--- src/rtl/h2b64_pkg.sv ---
// Package: types, character constants and the base64 alphabet for the hex-to-base64 encoder.
`default_nettype none
package h2b64_pkg;

  localparam int unsigned MaxChars = 4;

  localparam logic [7:0] AsciiZero  = 8'd48;
  localparam logic [7:0] AsciiNine  = 8'd57;
  localparam logic [7:0] AsciiLowA  = 8'd97;
  localparam logic [7:0] AsciiLowF  = 8'd102;
  localparam logic [7:0] LowHexBias = 8'd87;
  localparam logic [7:0] UpperBase  = 8'd65;
  localparam logic [7:0] PadChar    = 8'd61;
  localparam logic [7:0] PlusChar   = 8'd43;
  localparam logic [7:0] SlashChar  = 8'd47;

  typedef struct packed {
    logic [2:0]                cnt;
    logic [MaxChars-1:0][7:0]  chars;
    logic                      bad;
    logic                      last;
  } bundle_t;

  function automatic logic [7:0] b64_char(input logic [5:0] idx);
    logic [7:0] r;
    begin
      if (idx < 6'd26) begin
        r = UpperBase + {2'd0, idx};
      end else if (idx < 6'd52) begin
        r = AsciiLowA + {2'd0, idx} - 8'd26;
      end else if (idx < 6'd62) begin
        r = AsciiZero + {2'd0, idx} - 8'd52;
      end else if (idx == 6'd62) begin
        r = PlusChar;
      end else begin
        r = SlashChar;
      end
      return r;
    end
  endfunction

endpackage
`default_nettype wire

--- src/rtl/hex_to_base64_stream_encoder.sv ---
// Top level: hex character stream in, base64 character stream out.
// Takes one ASCII hex digit per cycle while in_tready is high and gives base64 characters
// from the result register. An ordinary digit makes zero or one output character, so
// a steady stream runs at one digit per clock while the output is ready. The last digit
// of a stream can make up to four characters (flush and '=' padding); the result register
// and one holding slot absorb them, so the next digit is still taken, and input then waits
// while those characters drain.
// The rate is set by the single output port, which moves one character per cycle when ready.
`default_nettype none
module hex_to_base64_stream_encoder (
  input  wire logic       clk,
  input  wire logic       rst_n,
  input  wire logic       in_tvalid,
  output logic            in_tready,
  input  wire logic [7:0] in_tdata,   // [7:0] hex_char
  input  wire logic [1:0] in_tuser,   // [0] first_char, [1] odd_length
  input  wire logic       in_tlast,   // last_char
  output logic            out_tvalid,
  input  wire logic       out_tready,
  output logic [7:0]      out_tdata,  // [7:0] b64_char
  output logic [0:0]      out_tuser,  // [0] bad_digit
  output logic            out_tlast   // last_out
);

  logic [3:0] lb_r, lb_nxt;
  logic [1:0] lc_r, lc_nxt;
  logic [1:0] cm_r, cm_nxt;
  logic       bs_r, bs_nxt;

  h2b64_pkg::bundle_t a_r, a_nxt, b_r, b_nxt, new_b;

  logic       in_acc, pop;
  logic [3:0] lb_e, nib;
  logic [1:0] lc_e, cm_e;
  logic       bs_e, bad, flag, emit, flush;
  logic [7:0] acc;
  logic [7:0] data_ch, flush_ch;
  logic [1:0] lc_post;
  logic [3:0] lb_post;
  logic [2:0] npre, npad, ntot;
  logic [1:0] cm_emit;

  assign in_acc = in_tvalid & in_tready;
  assign pop    = out_tvalid & out_tready;

  always_comb begin
    lb_e = lb_r;
    lc_e = lc_r;
    cm_e = cm_r;
    bs_e = bs_r;
    if (in_tuser[0]) begin
      lb_e = 4'd0;
      lc_e = in_tuser[1] ? 2'd2 : 2'd0;
      cm_e = 2'd0;
      bs_e = 1'b0;
    end
    if (lc_e == 2'd3) begin
      lc_e = 2'd0;
    end

    nib = 4'd0;
    bad = 1'b0;
    if (in_tdata >= h2b64_pkg::AsciiZero && in_tdata <= h2b64_pkg::AsciiNine) begin
      nib = 4'(in_tdata - h2b64_pkg::AsciiZero);
    end else if (in_tdata >= h2b64_pkg::AsciiLowA && in_tdata <= h2b64_pkg::AsciiLowF) begin
      nib = 4'(in_tdata - h2b64_pkg::LowHexBias);
    end else begin
      bad = 1'b1;
    end
    flag = bad | ((lc_e != 2'd0) & bs_e);

    acc     = {lb_e, nib};
    emit    = 1'b0;
    data_ch = h2b64_pkg::PadChar;
    lb_post = nib;
    lc_post = 2'd2;
    unique case (lc_e)
      2'd1: begin
        emit    = 1'b1;
        data_ch = h2b64_pkg::b64_char(acc[5:0]);
        lb_post = 4'd0;
        lc_post = 2'd0;
      end
      2'd2: begin
        emit    = 1'b1;
        data_ch = h2b64_pkg::b64_char(acc[7:2]);
        lb_post = {2'd0, acc[1:0]};
        lc_post = 2'd1;
      end
      default: begin
        lb_post = nib;
        lc_post = 2'd2;
      end
    endcase

    flush    = in_tlast & (lc_post != 2'd0);
    flush_ch = (lc_post == 2'd1) ? h2b64_pkg::b64_char({lb_post[1:0], 4'd0})
                                 : h2b64_pkg::b64_char({lb_post, 2'd0});
    npre    = {2'd0, emit} + {2'd0, flush};
    cm_emit = cm_e + npre[1:0];
    npad    = (in_tlast && cm_emit != 2'd0) ? (3'd4 - {1'b0, cm_emit}) : 3'd0;
    ntot    = ((npre + npad) > 3'd4) ? 3'd4 : (npre + npad);

    new_b.chars = {h2b64_pkg::MaxChars{h2b64_pkg::PadChar}};
    if (emit) begin
      new_b.chars[0] = data_ch;
      if (flush) begin
        new_b.chars[1] = flush_ch;
      end
    end else if (flush) begin
      new_b.chars[0] = flush_ch;
    end
    new_b.cnt  = ntot;
    new_b.bad  = flag;
    new_b.last = in_tlast;

    if (in_tlast) begin
      lb_nxt = 4'd0;
      lc_nxt = 2'd0;
      cm_nxt = 2'd0;
      bs_nxt = 1'b0;
    end else begin
      lb_nxt = lb_post;
      lc_nxt = lc_post;
      cm_nxt = cm_emit;
      bs_nxt = bad;
    end
  end

  always_comb begin
    a_nxt = a_r;
    b_nxt = b_r;
    if (pop) begin
      a_nxt.cnt   = a_r.cnt - 3'd1;
      a_nxt.chars = {h2b64_pkg::PadChar, a_r.chars[h2b64_pkg::MaxChars-1:1]};
    end
    if (a_nxt.cnt == 3'd0) begin
      if (b_r.cnt != 3'd0) begin
        a_nxt     = b_r;
        b_nxt     = new_b;
        if (!in_acc) begin
          b_nxt.cnt = 3'd0;
        end
      end else if (in_acc) begin
        a_nxt = new_b;
      end
    end else if (in_acc) begin
      b_nxt = new_b;
    end
  end

  always_ff @(posedge clk) begin
    if (!rst_n) begin
      lb_r     <= 4'd0;
      lc_r     <= 2'd0;
      cm_r     <= 2'd0;
      bs_r     <= 1'b0;
      a_r.cnt  <= 3'd0;
      b_r.cnt  <= 3'd0;
    end else begin
      if (in_acc) begin
        lb_r <= lb_nxt;
        lc_r <= lc_nxt;
        cm_r <= cm_nxt;
        bs_r <= bs_nxt;
      end
      a_r <= a_nxt;
      b_r <= b_nxt;
    end
  end

  assign in_tready    = (b_r.cnt == 3'd0);
  assign out_tvalid   = (a_r.cnt != 3'd0);
  assign out_tdata    = a_r.chars[0];
  assign out_tuser[0] = a_r.bad;
  assign out_tlast    = a_r.last & (a_r.cnt == 3'd1);

endmodule
`default_nettype wire

--- config.mk ---
export PLATFORM = sky130hd
export DESIGN_NAME = hex_to_base64_stream_encoder
export DESIGN_NICKNAME = d
export VERILOG_FILES = /design/src/rtl/h2b64_pkg.sv /design/src/rtl/hex_to_base64_stream_encoder.sv
export SDC_FILE = /design/constraint.sdc
export NUM_CORES = 1
export LEC_CHECK = 0
export BUFFER_PORTS_ARGS = -buffer_cell sky130_fd_sc_hd__clkbuf_2
export CAP_MARGIN = 20
export CORE_ASPECT_RATIO = 1.5
export CORE_UTILIZATION = 55
export CTS_BUF_LIST = sky130_fd_sc_hd__clkbuf_16
export CTS_CLUSTER_SIZE = 8
export DETAILED_ROUTE_END_ITERATION = 7
export PLACE_DENSITY_LB_ADDON = 0.3
export SLEW_MARGIN = 5
export SYNTH_ARGS = -nofsm -noshare
export SYNTH_HDL_FRONTEND = slang
export SYNTH_SLANG_ARGS = --single-unit
--- constraint.sdc ---
create_clock -name clk -period 4.4 [get_ports clk]
set_input_delay 0.88 -clock clk [delete_from_list [all_inputs] [get_ports clk]]
set_output_delay 0.88 -clock clk [all_outputs]
set_load 0.01 [all_outputs]
==> results of run 1 <==
==> worst max-delay path, stage by stage <==
cell	delay [ns]
clkbuf_2	0.12
inv_1	0.14
ha_1	0.21
nor3b_4	0.36
a221oi_1	0.15
and2_1	0.20
buf_4	0.19
ha_1	0.23
nand2_1	0.07
nand2_1	0.09
or2_2	0.42
nand2_1	0.13
a211oi_1	0.07
nor4b_1	0.53
buf_4	0.20
nor2_1	0.04
==> final cells by class <==
class / instances / area (µm²)
multi-input combinational: 447 / 2795
clock inverter: 7 / 115.1
tap: 110 / 137.6
sequential: 67 / 1862
clock buffer: 9 / 225.2
timing repair buffer: 65 / 422.9
inverter: 31 / 123.9
fill: 751 / 3147
==> stage by stage <==
stage | total power [mW] | setup slack, ns
after CTS | 3.052 | 0.4398
after global placement | 2.190 | 0.2198
final | 3.050 | 0.4260
after floorplan | 1.927 | 0.1294
after global routing | 3.237 | 0.2029
after detailed placement | 2.235 | 0.1559
==> state kept, by name, summed over array words and instances (netlist names) <==
signal	flops
a_r	28
b_r	21
bs_r	1
cm_r	2
lb_r	4
lc_r	2
out_tdata	8
out_tuser	1
==> synthesized netlist by cell type, drive strengths merged (8+ instances only) <==
cell	instances	area [µm²]
nand2	99	371.6
edfxtp	52	1562
nor2	51	193.9
o21ai	33	165.2
inv	31	123.9
a21oi	28	140.1
ha	25	312.8
clkbuf	22	82.58
nand3	18	90.09
buf	16	112.6
dfxtp	15	300.3
nor2b	13	81.33
o22ai	13	87.58
and2	11	68.82
xnor2	11	96.34
mux2i	10	100.1
o211ai	10	75.07
a31oi	8	50.05
and3	8	51.30
or3	8	50.05
==> cell families after synthesis <==
logic type	Yosys count	share of synthesized area, %
AOI/OAI and AO/OA	146	19.74
adders and majority gates	26	6.688
other	2	0.1509
muxes	10	2.012
and+or+nand+nor	250	25.30
buffers and inverters	69	6.412
DFF	67	37.42
xor gates and xnor gates	13	2.288
==> worst max path at each step <==
stage	startpoint	end	slack, ns	cells past startpoint
floorplan	in_tuser[0]	a_r[35]$_SDFF_PN0_	0.13	18
global placement	in_tdata[0]	out_tdata[3]$_DFFE_PP_	0.22	16
detailed placement	in_tdata[0]	out_tdata[3]$_DFFE_PP_	0.16	16
CTS	in_tdata[0]	out_tdata[3]$_DFFE_PP_	0.44	16
global route	in_tdata[0]	out_tdata[3]$_DFFE_PP_	0.20	16
finish	in_tdata[0]	out_tdata[3]$_DFFE_PP_	0.43	16
==> layer usage <==
metal	share of wire, %	GRT usage (%)
met3	3.6	3.707
met5	0	0
met1	39	34.25
met4	5.8	20.11
met2	52	54.97
==> power groups by stage <==
stage	clock network, mW	registers [mW]	logic [mW]
after global routing	0.844	1.10	1.29
after detailed placement	0	1.09	1.15
after global placement	0	1.08	1.11
after floorplan	0	1.05	0.880
after CTS	0.817	1.08	1.16
final	0.814	1.08	1.16
==> load_flow_metrics.sql, run 1 <==
INSERT INTO impl_metrics (metric_group, metric, value, unit) VALUES
('status', 'status', 'complete, no violations', ''),
('drt', 'routed_wire_length_per_instance', '18.86', 'µm'),
('worst_setup_path', 'critical_path_arrival', '4.05', 'ns'),
('floorplan', 'die_area', '9440', 'µm²'),
('cells_and_area', 'syn2layout_area_growth', '14.18', '%'),
('floorplan', 'initial_utilization', '56.36', '%'),
('cells_and_area', 'drive_above_1_share', '15.81', '%'),
('cells_and_area', 'fin_cells', '736', ''),
('sta', 'hold_ws', '0.4706', 'ns'),
('worst_setup_path', 'regToRegStartpoint', 'lc_r[1]$_SDFFE_PN0P_', ''),
('pwr', 'power.combinational.fraction', '37.9', '%'),
('drt', 'drt_pass1_iterations', '6', ''),
('worst_setup_path', 'rrSetupSlack', '0.99', 'ns'),
('clocking', 'worst_skew_pair.late_latency', '0.33', 'ns'),
('placement', 'dpl.hpwl', '10.63', 'mm'),
('sta', 'final_report_max_slew_violation_count', '0', ''),
('floorplan', 'die_x', '79.67', 'µm'),
('pwr', 'static_power_due_to_leakage', '2.304', 'nW'),
('hold_path', 'worst_hold_path_type', 'reg2reg', ''),
('logic_synthesis', 'seq_area_frac_synth', '37.42', '%'),
('worst_setup_path', 'r2r_path_end', 'a_r[34]$_SDFF_PN0_', ''),
('placement', 'placement.io_buffers', '26', ''),
('sta', 'fin_setup_tns', '0', 'ns'),
('logic_synthesis', 'synth_cell_type_count', '84', ''),
('global_routing', 'grt_antenna_before_repair', '0', ''),
('sta', 'setup_skew', '0.005135', 'ns'),
('cells_and_area', 'design_area', '5682', 'µm²'),
('drt', 'via_per_instance_ratio', '6.095', ''),
('pwr', 'power.density_cell_area', '536.8', 'nW/µm²'),
('global_routing', 'grt_pass1_wl', '22.31', 'mm'),
('clocking', 'ctsHoldBuffers', '0', ''),
('sta', 'setup_viol', '0', ''),
('clocking', 'cts_tree', 'built', ''),
('pwr', 'power.switching', '1.082', 'mW'),
('sta', 'hold_viol', '0', ''),
('hold_path', 'timing.hold.worst_endpoint', 'b_r[34]$_SDFFE_PN0P_', ''),
('worst_setup_path', 'cp.required', '4.48', 'ns'),
('logic_synthesis', 'avgSynthCellArea', '8.535', 'µm²'),
('global_routing', 'all_layer_gr_usage', '31.19', '%'),
('clocking', 'clk_pin_slew', '0.05', 'ns'),
('sta', 'worst_tran_pin_value', '1.054', 'ns'),
('worst_setup_path', 'timing.critical_path.to_type', 'flip-flop', ''),
('logic_synthesis', 'netlist_area', '4976', 'µm²'),
('floorplan', 'die_y', '118.5', 'µm'),
('clocking', 'cts_resized', '0', ''),
('clocking', 'postCtsSetupBuffers', '0', ''),
('logic_synthesis', 'ys_ff_latch', '67', ''),
('placement', 'placedCellCount', '720', ''),
('logic_synthesis', 'ys.flop_type', 'edfxtp_1', ''),
('floorplan', 'std_cell_core_area', '8828', 'µm²'),
('floorplan', 'rows', '42', ''),
('clocking', 'clock_tree.htree_level_count', '3', ''),
('hold_path', 'min_path_cells', '2', ''),
('pwr', 'p_seq_share', '35.4', '%'),
('pwr', 'clock_group_share_of_total_power', '26.7', '%'),
('logic_synthesis', 'synth.yosys.warnings', '0', ''),
('floorplan', 'number_of_top_level_pins', '27', ''),
('pwr', 'peakVddDrop', '0.0004960', 'V'),
('placement', 'gpl.final_weighted_congestion', '0.9720', ''),
('hold_path', 'min-delay-start', 'b_r[34]$_SDFFE_PN0P_', ''),
('cells_and_area', 'layout_common_cells', 'nand2_1 (99), edfxtp_1 (52), nor2_1 (50)', ''),
('clocking', 'cts-root-buf', 'clkbuf_16', ''),
('cells_and_area', 'layout.cells.most_common', 'nand2_1', ''),
('logic_synthesis', 'synth_nets', '624', ''),
('placement', 'post_place_instance_area', '5341', 'µm²'),
('drt', 'drc', '0', ''),
('global_routing', 'vias_in_the_first_global_route', '4462', ''),
('global_routing', 'grt_residual_overflow', '0', ''),
('logic_synthesis', 'postSynthCellCount', '583', ''),
('clocking', 'num_cts_buffers', '9', ''),
('drt', 'detail_route.wirelength', '13.88', 'mm');
No activity file was read; power rests on OpenSTA's default activity.
==> inputs of run 2 (changes only) <==
- CTS_BUF_LIST: sky130_fd_sc_hd__clkbuf_16 -> default
- GPL_TIMING_DRIVEN: default -> 0
==> run 2 against run 1 <==
  * Combinational power rose by 6%
  * Sequential power about the same
  * First-iteration DRC count increased by 17%
  * Wire length fell by 2.8%
  * Global-route usage down 1.2 points
  * Critical path depth rose by 1
  * Clock power down 18%
  * Flip-flop and latch count did not move
  * Via count grew 0.29%
  * Die area is the same
  * Highest routed layer unchanged
==> load_flow_metrics.sql, run 2 (same netlist as run 1, synthesis figures left out) <==
INSERT INTO impl_metrics (metric_group, metric, value, unit) VALUES
('placement', 'placement.io_buffers', '25', ''),
('cells_and_area', 'nNetsFinal', '660', ''),
('worst_setup_path', 'critical_path.slowest_cell', 'ha_2', ''),
('worst_setup_path', 'r2r_path_end', 'b_r[5]$_DFFE_PP_', ''),
('sta', 'hold_viol', '0', ''),
('sta', 'setup_viol', '0', ''),
('hold_path', 'worst_hold_path_type', 'reg2reg', ''),
('floorplan', 'die_y', '118.5', 'µm'),
('drt', 'wl_met1', '5.131', 'mm'),
('worst_setup_path', 'startpoint_type', 'input port', ''),
('floorplan', 'die_area', '9440', 'µm²'),
('worst_setup_path', 'worstSetupPathType', 'in2reg', ''),
('status', 'status', 'complete, no violations', ''),
('sta', 'shortest_clock_period_the_worst_path_allows_after_layout', '4.200', 'ns'),
('clocking', 'ctsHoldBuffers', '0', ''),
('worst_setup_path', 'path_cells', 'clkbuf_4 -> mux2i_4 -> inv_1 -> ha_2 -> clkinvlp_4 -> ha_1 -> ha_1 -> xor2_1 -> xnor2_1 -> ha_1 -> nand2_1 -> nor2_1 -> fa_1 -> nor2_1 -> and2_1 -> o21ai_0 -> a21boi_0', ''),
('global_routing', 'grt_pass1_wl', '21.53', 'mm'),
('drt', 'highest-signal-layer', 'met4', ''),
('worst_setup_path', 'worst-path-buf-inv', '3', ''),
('placement', 'gpl.final_weighted_congestion', '0.9402', ''),
('cells_and_area', 'register_ranked_first_by_flip_flop_count', 'a_r', ''),
('clocking', 'cts_tree', 'built', ''),
('clocking', 'cts_num_sinks', '67', ''),
('drt', 'routed_wire_length_per_instance', '18.39', 'µm'),
('drt', 'route.met3.wl', '590', 'µm'),
('sta', 'setup_skew', '0.006311', 'ns'),
('sta', 'slew_headroom', '33.42', '%'),
('drt', 'via_per_instance_ratio', '6.129', ''),
('worst_setup_path', 'regToRegStartpoint', 'a_r[34]$_SDFF_PN0_', ''),
('cells_and_area', 'layout.cells.most_common', 'nand2_1', ''),
('drt', 'ant_nets', '0', ''),
('cells_and_area', 'layout_common_cells', 'nand2_1 (99), edfxtp_1 (52), nor2_1 (50)', ''),
('clocking', 'cts-root-buf', 'clkbuf_16', ''),
('floorplan', 'std_cell_core_area', '8828', 'µm²'),
('pwr', 'static_power_due_to_leakage', '2.175', 'nW'),
('placement', 'post_place_instance_area', '5241', 'µm²'),
('hold_path', 'timing.hold.worst_endpoint', 'b_r[34]$_SDFFE_PN0P_', ''),
('cells_and_area', 'syn2layout_area_growth', '12.35', '%'),
('worst_setup_path', 'cp.required', '4.65', 'ns'),
('drt', 'drt_pass1_iterations', '8', ''),
('cells_and_area', 'insertedDiodeCount', '0', ''),
('sta', 'grt_setup_unrepaired', 'false', ''),
('clocking', 'clock_tree.htree_level_count', '3', ''),
('floorplan', 'number_of_top_level_pins', '27', ''),
('floorplan', 'die_x', '79.67', 'µm'),
('worst_setup_path', 'timing.critical_path.to_type', 'flip-flop', ''),
('clocking', 'worst_skew_pair.late_latency', '0.32', 'ns'),
('sta', 'max_clock_freq', '0.2381', 'GHz'),
('hold_path', 'min-delay-start', 'b_r[34]$_SDFFE_PN0P_', ''),
('sta', 'final_min_period_over_clock_period', '95.45', '%'),
('global_routing', 'grt_start_max_net_pins', '40', ''),
('worst_setup_path', 'r2r.worst_path.cells', '10', ''),
('worst_setup_path', 'rrSetupSlack', '0.75', 'ns'),
('placement', 'dpl.hpwl', '10.23', 'mm'),
('pwr', 'peakVddDrop', '0.0003763', 'V'),
('sta', 'final_report_max_slew_violation_count', '0', ''),
('clocking', 'cts_max_path_buffers', '2', ''),
('cells_and_area', 'largest_reg_flops', '28', ''),
('global_routing', 'grt_residual_overflow', '0', ''),
('run', 'maxCapViolCount', '0', ''),
('hold_path', 'min_path_cells', '2', ''),
('cells_and_area', 'finalCoreUtilization', '63.32', '%'),
('drt', 'detail_route.wirelength', '13.50', 'mm'),
('worst_setup_path', 'critical_path.most_common_cell', 'ha_1', ''),
('floorplan', 'initial_utilization', '56.36', '%'),
('drt', 'dr_total_vias', '4499', ''),
('pwr', 'power.density_cell_area', '530.7', 'nW/µm²'),
('worst_setup_path', 'critPathMaxStageDelay', '0.45', 'ns'),
('global_routing', 'vias_in_the_first_global_route', '4386', ''),
('global_routing', 'all_layer_gr_usage', '29.97', '%'),
('worst_setup_path', 'critical_path_arrival', '4.45', 'ns'),
('cells_and_area', 'drive_above_1_share', '12.98', '%'),
('drt', 'drc', '0', ''),
('drt', 'met2WireLength', '7.156', 'mm'),
('clocking', 'num_cts_buffers', '9', ''),
('worst_setup_path', 'critical-path-top-delay-family', 'adder cells', ''),
('worst_setup_path', 'crit_path_max_fanout', '14', ''),
('clocking', 'clk_pin_slew', '0.05', 'ns'),
('drt', 'drt_first_iter_violations', '274', ''),
('floorplan', 'rows', '42', ''),
('global_routing', 'grt_antenna_before_repair', '0', ''),
('cells_and_area', 'design_area', '5590', 'µm²'),
('sta', 'worst_tran_pin_value', '0.9987', 'ns');
run 2: changes by cell type in the layout (fill, tap and decap cells not counted), sizes merged:
| cell | change |
|---|---|
| clkinv | +1 |
| clkbuf | +20 |
| bufinv | -2 |
| inv | -2 |
| buf | -19 |
run 2: how the worst max path moves through the flow:
stage,from,end,slack (ns),cells after the start
2_1_floorplan,in_tuser[0],a_r[35]$_SDFF_PN0_,0.13,18
3_3_place_gp,in_tuser[0],a_r[34]$_SDFF_PN0_,-0.63,19
3_5_place_dp,in_tuser[0],a_r[34]$_SDFF_PN0_,-0.77,19
4_1_cts,in_tuser[0],a_r[34]$_SDFF_PN0_,0.005,18
5_1_grt,in_tuser[0],b_r[34]$_SDFFE_PN0P_,0.005,17
6_report,in_tuser[0],a_r[34]$_SDFF_PN0_,0.20,17
run 2: where the power goes:
part | switching [mW] | total (mW) | internal, mW
logic | 0.756 | 1.23 | 0.473
clock network | 0.235 | 0.667 | 0.432
registers | 0.0940 | 1.07 | 0.977
total | 1.08 | 2.97 | 1.88
run 2: worst reg2reg max path, cell delays in order, from the launching register on:
cell,delay (ns)
dfxtp_1,0.44
inv_1,0.10
ha_1,0.20
nand2b_1,0.10
and2_1,0.14
clkbuf_1,0.41
nand2_1,0.23
o32a_1,0.32
nor2_1,0.46
a21oi_1,0.14
nor2b_2,0.73
run 2: repair_timing:
action / 4_1_cts / 5_1_grt
endpoints found under the setup margin: 8 / 14
resized for setup: 1 / 11
buffers inserted: 0 / 5
pin swaps: 0 / 1
run 2: routing by layer:
layer  track usage [%]  vias up
met5                 0        -
met4             18.98        0
met3             4.093       40
met2             53.42      173
met1             32.15     2114
li1                  -     2172
run 2: stage by stage:
| step | power, mW | hold slack [ns] | worst slack (ns) | setup TNS (ns) | std cells |
|---|---|---|---|---|---|
| floorplan | 1.927 | 0.4292 | 0.1294 | 0 | 583 |
| global placement | 2.219 | 0.4454 | -0.6320 | -5.866 | 718 |
| detailed placement | 2.274 | 0.4588 | -0.7715 | -6.840 | 718 |
| CTS | 2.953 | 0.4674 | 0.004740 | 0 | 731 |
| global route | 3.149 | 0.5085 | 0.004835 | 0 | 734 |
| finish | 2.967 | 0.4689 | 0.2002 | 0 | 734 |
run 2: layout make-up:
class | count | area (µm²)
repair buffers | 30 | 165.2
multi-input cells | 447 | 2844
well taps | 110 | 137.6
fillers | 747 | 3238
plain buffers | 33 | 176.4
flip-flops and latches | 67 | 1862
clock buffers | 12 | 236.5
inverters | 31 | 127.6
clock inverters | 4 | 41.29
==> inputs of run 3 (changes only) <==
- CORE_MARGIN: default -> 3
- CORE_UTILIZATION: 55 -> 56
- REMOVE_ABC_BUFFERS: default -> 1
==> run 3 against run 2 <==
  * Final cell count shrank 4.6%
  * Count of clock-buffer cells in the layout decreased by 2
  * Utilization up 0.53 points
  * Clock skew fell by 0.0018 ns
  * Register-to-register slack got worse by 0.32 ns
  * Sequential power barely moved
  * First-iteration DRC count shrank 3.3%
  * Sequential share of layout area is 0.93 points higher
  * Non-clock buffer count decreased by 31
  * Wire length decreased by 2.6%
  * Critical path type unchanged
  * Critical endpoint is now out_tdata[2]$_DFFE_PP_
==> load_flow_metrics.sql, run 3 (same netlist as run 1, synthesis figures left out) <==
INSERT INTO impl_metrics (metric_group, metric, value, unit) VALUES
('drt', 'drt_pass1_iterations', '5', ''),
('worst_setup_path', 'rrSetupSlack', '0.43', 'ns'),
('clocking', 'clk_pin_slew', '0.05', 'ns'),
('cells_and_area', 'layout_common_cells', 'nand2_1 (99), edfxtp_1 (52), nor2_1 (50)', ''),
('worst_setup_path', 'startpoint_type', 'input port', ''),
('floorplan', 'rows', '41', ''),
('cells_and_area', 'design_area', '5438', 'µm²'),
('run', 'maxCapViolCount', '0', ''),
('global_routing', 'grt_antenna_before_repair', '0', ''),
('placement', 'placement.io_buffers', '26', ''),
('placement', 'placedCellCount', '678', ''),
('floorplan', 'initial_utilization', '58.43', '%'),
('hold_path', 'min-delay-start', 'b_r[34]$_SDFFE_PN0P_', ''),
('cells_and_area', 'register_ranked_first_by_flip_flop_count', 'a_r', ''),
('pwr', 'power.density_cell_area', '533.8', 'nW/µm²'),
('clocking', 'num_cts_buffers', '9', ''),
('cells_and_area', 'regArea', '1862', 'µm²'),
('cells_and_area', 'largest_reg_flops', '28', ''),
('floorplan', 'number_of_top_level_pins', '27', ''),
('cells_and_area', 'insertedDiodeCount', '0', ''),
('drt', 'route.met3.wl', '674', 'µm'),
('sta', 'grt_setup_unrepaired', 'true', ''),
('global_routing', 'vias_in_the_first_global_route', '4417', ''),
('sta', 'final_min_period_over_clock_period', '96.23', '%'),
('worst_setup_path', 'critical_path_arrival', '4.32', 'ns'),
('floorplan', 'die_y', '121.5', 'µm'),
('sta', 'setup_skew', '0.004516', 'ns'),
('global_routing', 'grt_pass1_wl', '21.19', 'mm'),
('clocking', 'worst_skew_pair.late_latency', '0.33', 'ns'),
('drt', 'drt_first_iter_violations', '265', ''),
('sta', 'hold_viol', '0', ''),
('clocking', 'cts_tree', 'built', ''),
('placement', 'post_place_instance_area', '5055', 'µm²'),
('worst_setup_path', 'timing.critical_path.to_type', 'flip-flop', ''),
('status', 'status', 'complete, no violations', ''),
('worst_setup_path', 'critPathMaxStageDelay', '0.43', 'ns'),
('pwr', 'peakVddDrop', '0.0004811', 'V'),
('cells_and_area', 'syn2layout_area_growth', '9.278', '%'),
('cells_and_area', 'nFillCells', '745', ''),
('worst_setup_path', 'regToRegStartpoint', 'a_r[34]$_SDFF_PN0_', ''),
('drt', 'detail_route.wirelength', '13.15', 'mm'),
('cells_and_area', 'nNetsFinal', '629', ''),
('sta', 'worst_tran_pin_value', '1.079', 'ns'),
('sta', 'max_clock_freq', '0.2362', 'GHz'),
('drt', 'drc', '0', ''),
('worst_setup_path', 'crit_path_max_fanout', '10', ''),
('sta', 'setup_viol', '0', ''),
('worst_setup_path', 'cp.required', '4.48', 'ns'),
('worst_setup_path', 'worstSetupPathType', 'in2reg', ''),
('floorplan', 'die_area', '10080', 'µm²'),
('drt', 'met2WireLength', '6.764', 'mm'),
('drt', 'routed_wire_length_per_instance', '18.79', 'µm'),
('clocking', 'clock_tree.htree_level_count', '3', ''),
('drt', 'ant_nets', '0', ''),
('global_routing', 'grt_start_max_net_pins', '49', ''),
('worst_setup_path', 'critical_path.slowest_cell', 'o22ai_4', ''),
('hold_path', 'worst_hold_path_type', 'reg2reg', ''),
('cells_and_area', 'multi_input_area', '2838', 'µm²'),
('cells_and_area', 'finalCoreUtilization', '63.86', '%'),
('drt', 'highest-signal-layer', 'met4', ''),
('sta', 'shortest_clock_period_the_worst_path_allows_after_layout', '4.234', 'ns'),
('drt', 'dr_total_vias', '4481', ''),
('worst_setup_path', 'path_cells', 'clkbuf_2 -> inv_1 -> ha_1 -> o21bai_1 -> a21oi_1 -> o22ai_4 -> inv_4 -> ha_1 -> nand2_1 -> nand2_1 -> or2_2 -> o311ai_0 -> o31ai_1 -> o31a_1', ''),
('cells_and_area', 'fin_cells', '700', ''),
('sta', 'slew_headroom', '27.56', '%'),
('placement', 'gpl.final_weighted_congestion', '0.9683', ''),
('clocking', 'cts_max_path_buffers', '2', ''),
('clocking', 'cts_num_sinks', '67', ''),
('drt', 'wl_met1', '4.961', 'mm'),
('drt', 'via_per_instance_ratio', '6.401', ''),
('floorplan', 'die_x', '82.97', 'µm'),
('pwr', 'static_power_due_to_leakage', '2.105', 'nW'),
('global_routing', 'all_layer_gr_usage', '25.97', '%'),
('sta', 'final_report_max_slew_violation_count', '0', ''),
('placement', 'dpl.hpwl', '9.668', 'mm'),
('floorplan', 'std_cell_core_area', '8516', 'µm²'),
('worst_setup_path', 'crit_startpoint', 'in_tdata[0]', ''),
('cells_and_area', 'drive_above_1_share', '12.65', '%'),
('cells_and_area', 'layout.cells.most_common', 'nand2_1', ''),
('clocking', 'cts-root-buf', 'clkbuf_16', ''),
('global_routing', 'grt_residual_overflow', '0', '');
run 3: changes by cell type in the layout (fill, tap and decap cells not counted), sizes merged:
cell      delta
clkbuf      -19
clkinvlp     +2
inv          -1
buf         -14
clkinv       +1
run 3: critical path: cells and delay by family:
family | cells | cell delay [ns]
buffers and inverters | 3 | 0.36
AND/OR/NAND/NOR | 3 | 0.63
adder cells (fa/ha/maj) | 2 | 0.59
AO/OA/AOI/OAI | 6 | 1.85
run 3: final timing paths:
check	to	cells after the start
max	out_tdata[2]$_DFFE_PP_	14
min	b_r[34]$_SDFFE_PN0P_	2
max reg2reg	b_r[11]$_DFFE_PP_	9
min reg2reg	b_r[34]$_SDFFE_PN0P_	2
run 3: through the flow:
| step | TNS, ns | total power [mW] | hold slack [ns] | setup WS (ns) |
|---|---|---|---|---|
| after CTS | 0 | 2.892 | 0.4569 | 0.003264 |
| after global placement | -10.50 | 2.123 | 0.4474 | -0.5450 |
| after detailed placement | -4.892 | 2.199 | 0.4488 | -0.5723 |
| after global routing | -0.05838 | 3.088 | 0.4871 | -0.03743 |
| after floorplan | 0 | 1.839 | 0.4286 | 0.4879 |
| final | 0 | 2.903 | 0.4549 | 0.1658 |
run 3: cell type report:
type | count | share of cell area [%]
multi-input cells | 447 | 52.19
clock buffers | 10 | 4.211
inverters | 31 | 2.416
flip-flops and latches | 67 | 34.24
repair buffers | 32 | 3.451
well taps | 107 | 2.462
clock inverters | 6 | 1.035
run 3: what timing repair did:
item | CTS | global route
gates cloned | 0 | 0
endpoints found under the setup margin | 7 | 32
gates resized for setup | 1 | 10
hold buffers | 0 | 0
buffers inserted | 0 | 5
run 3: report_power, final:
group          total, mW  internal (mW)  switching [mW]
clock              0.687          0.433           0.254
combinational       1.13          0.410           0.719
sequential          1.09          0.977           0.109
run 3: routing by layer:
layer  up-vias  GRT usage [%]
li1       2110              -
met1      2126          27.72
met2       187          46.64
met3        58          4.076
met4         0          17.69
met5         -              0
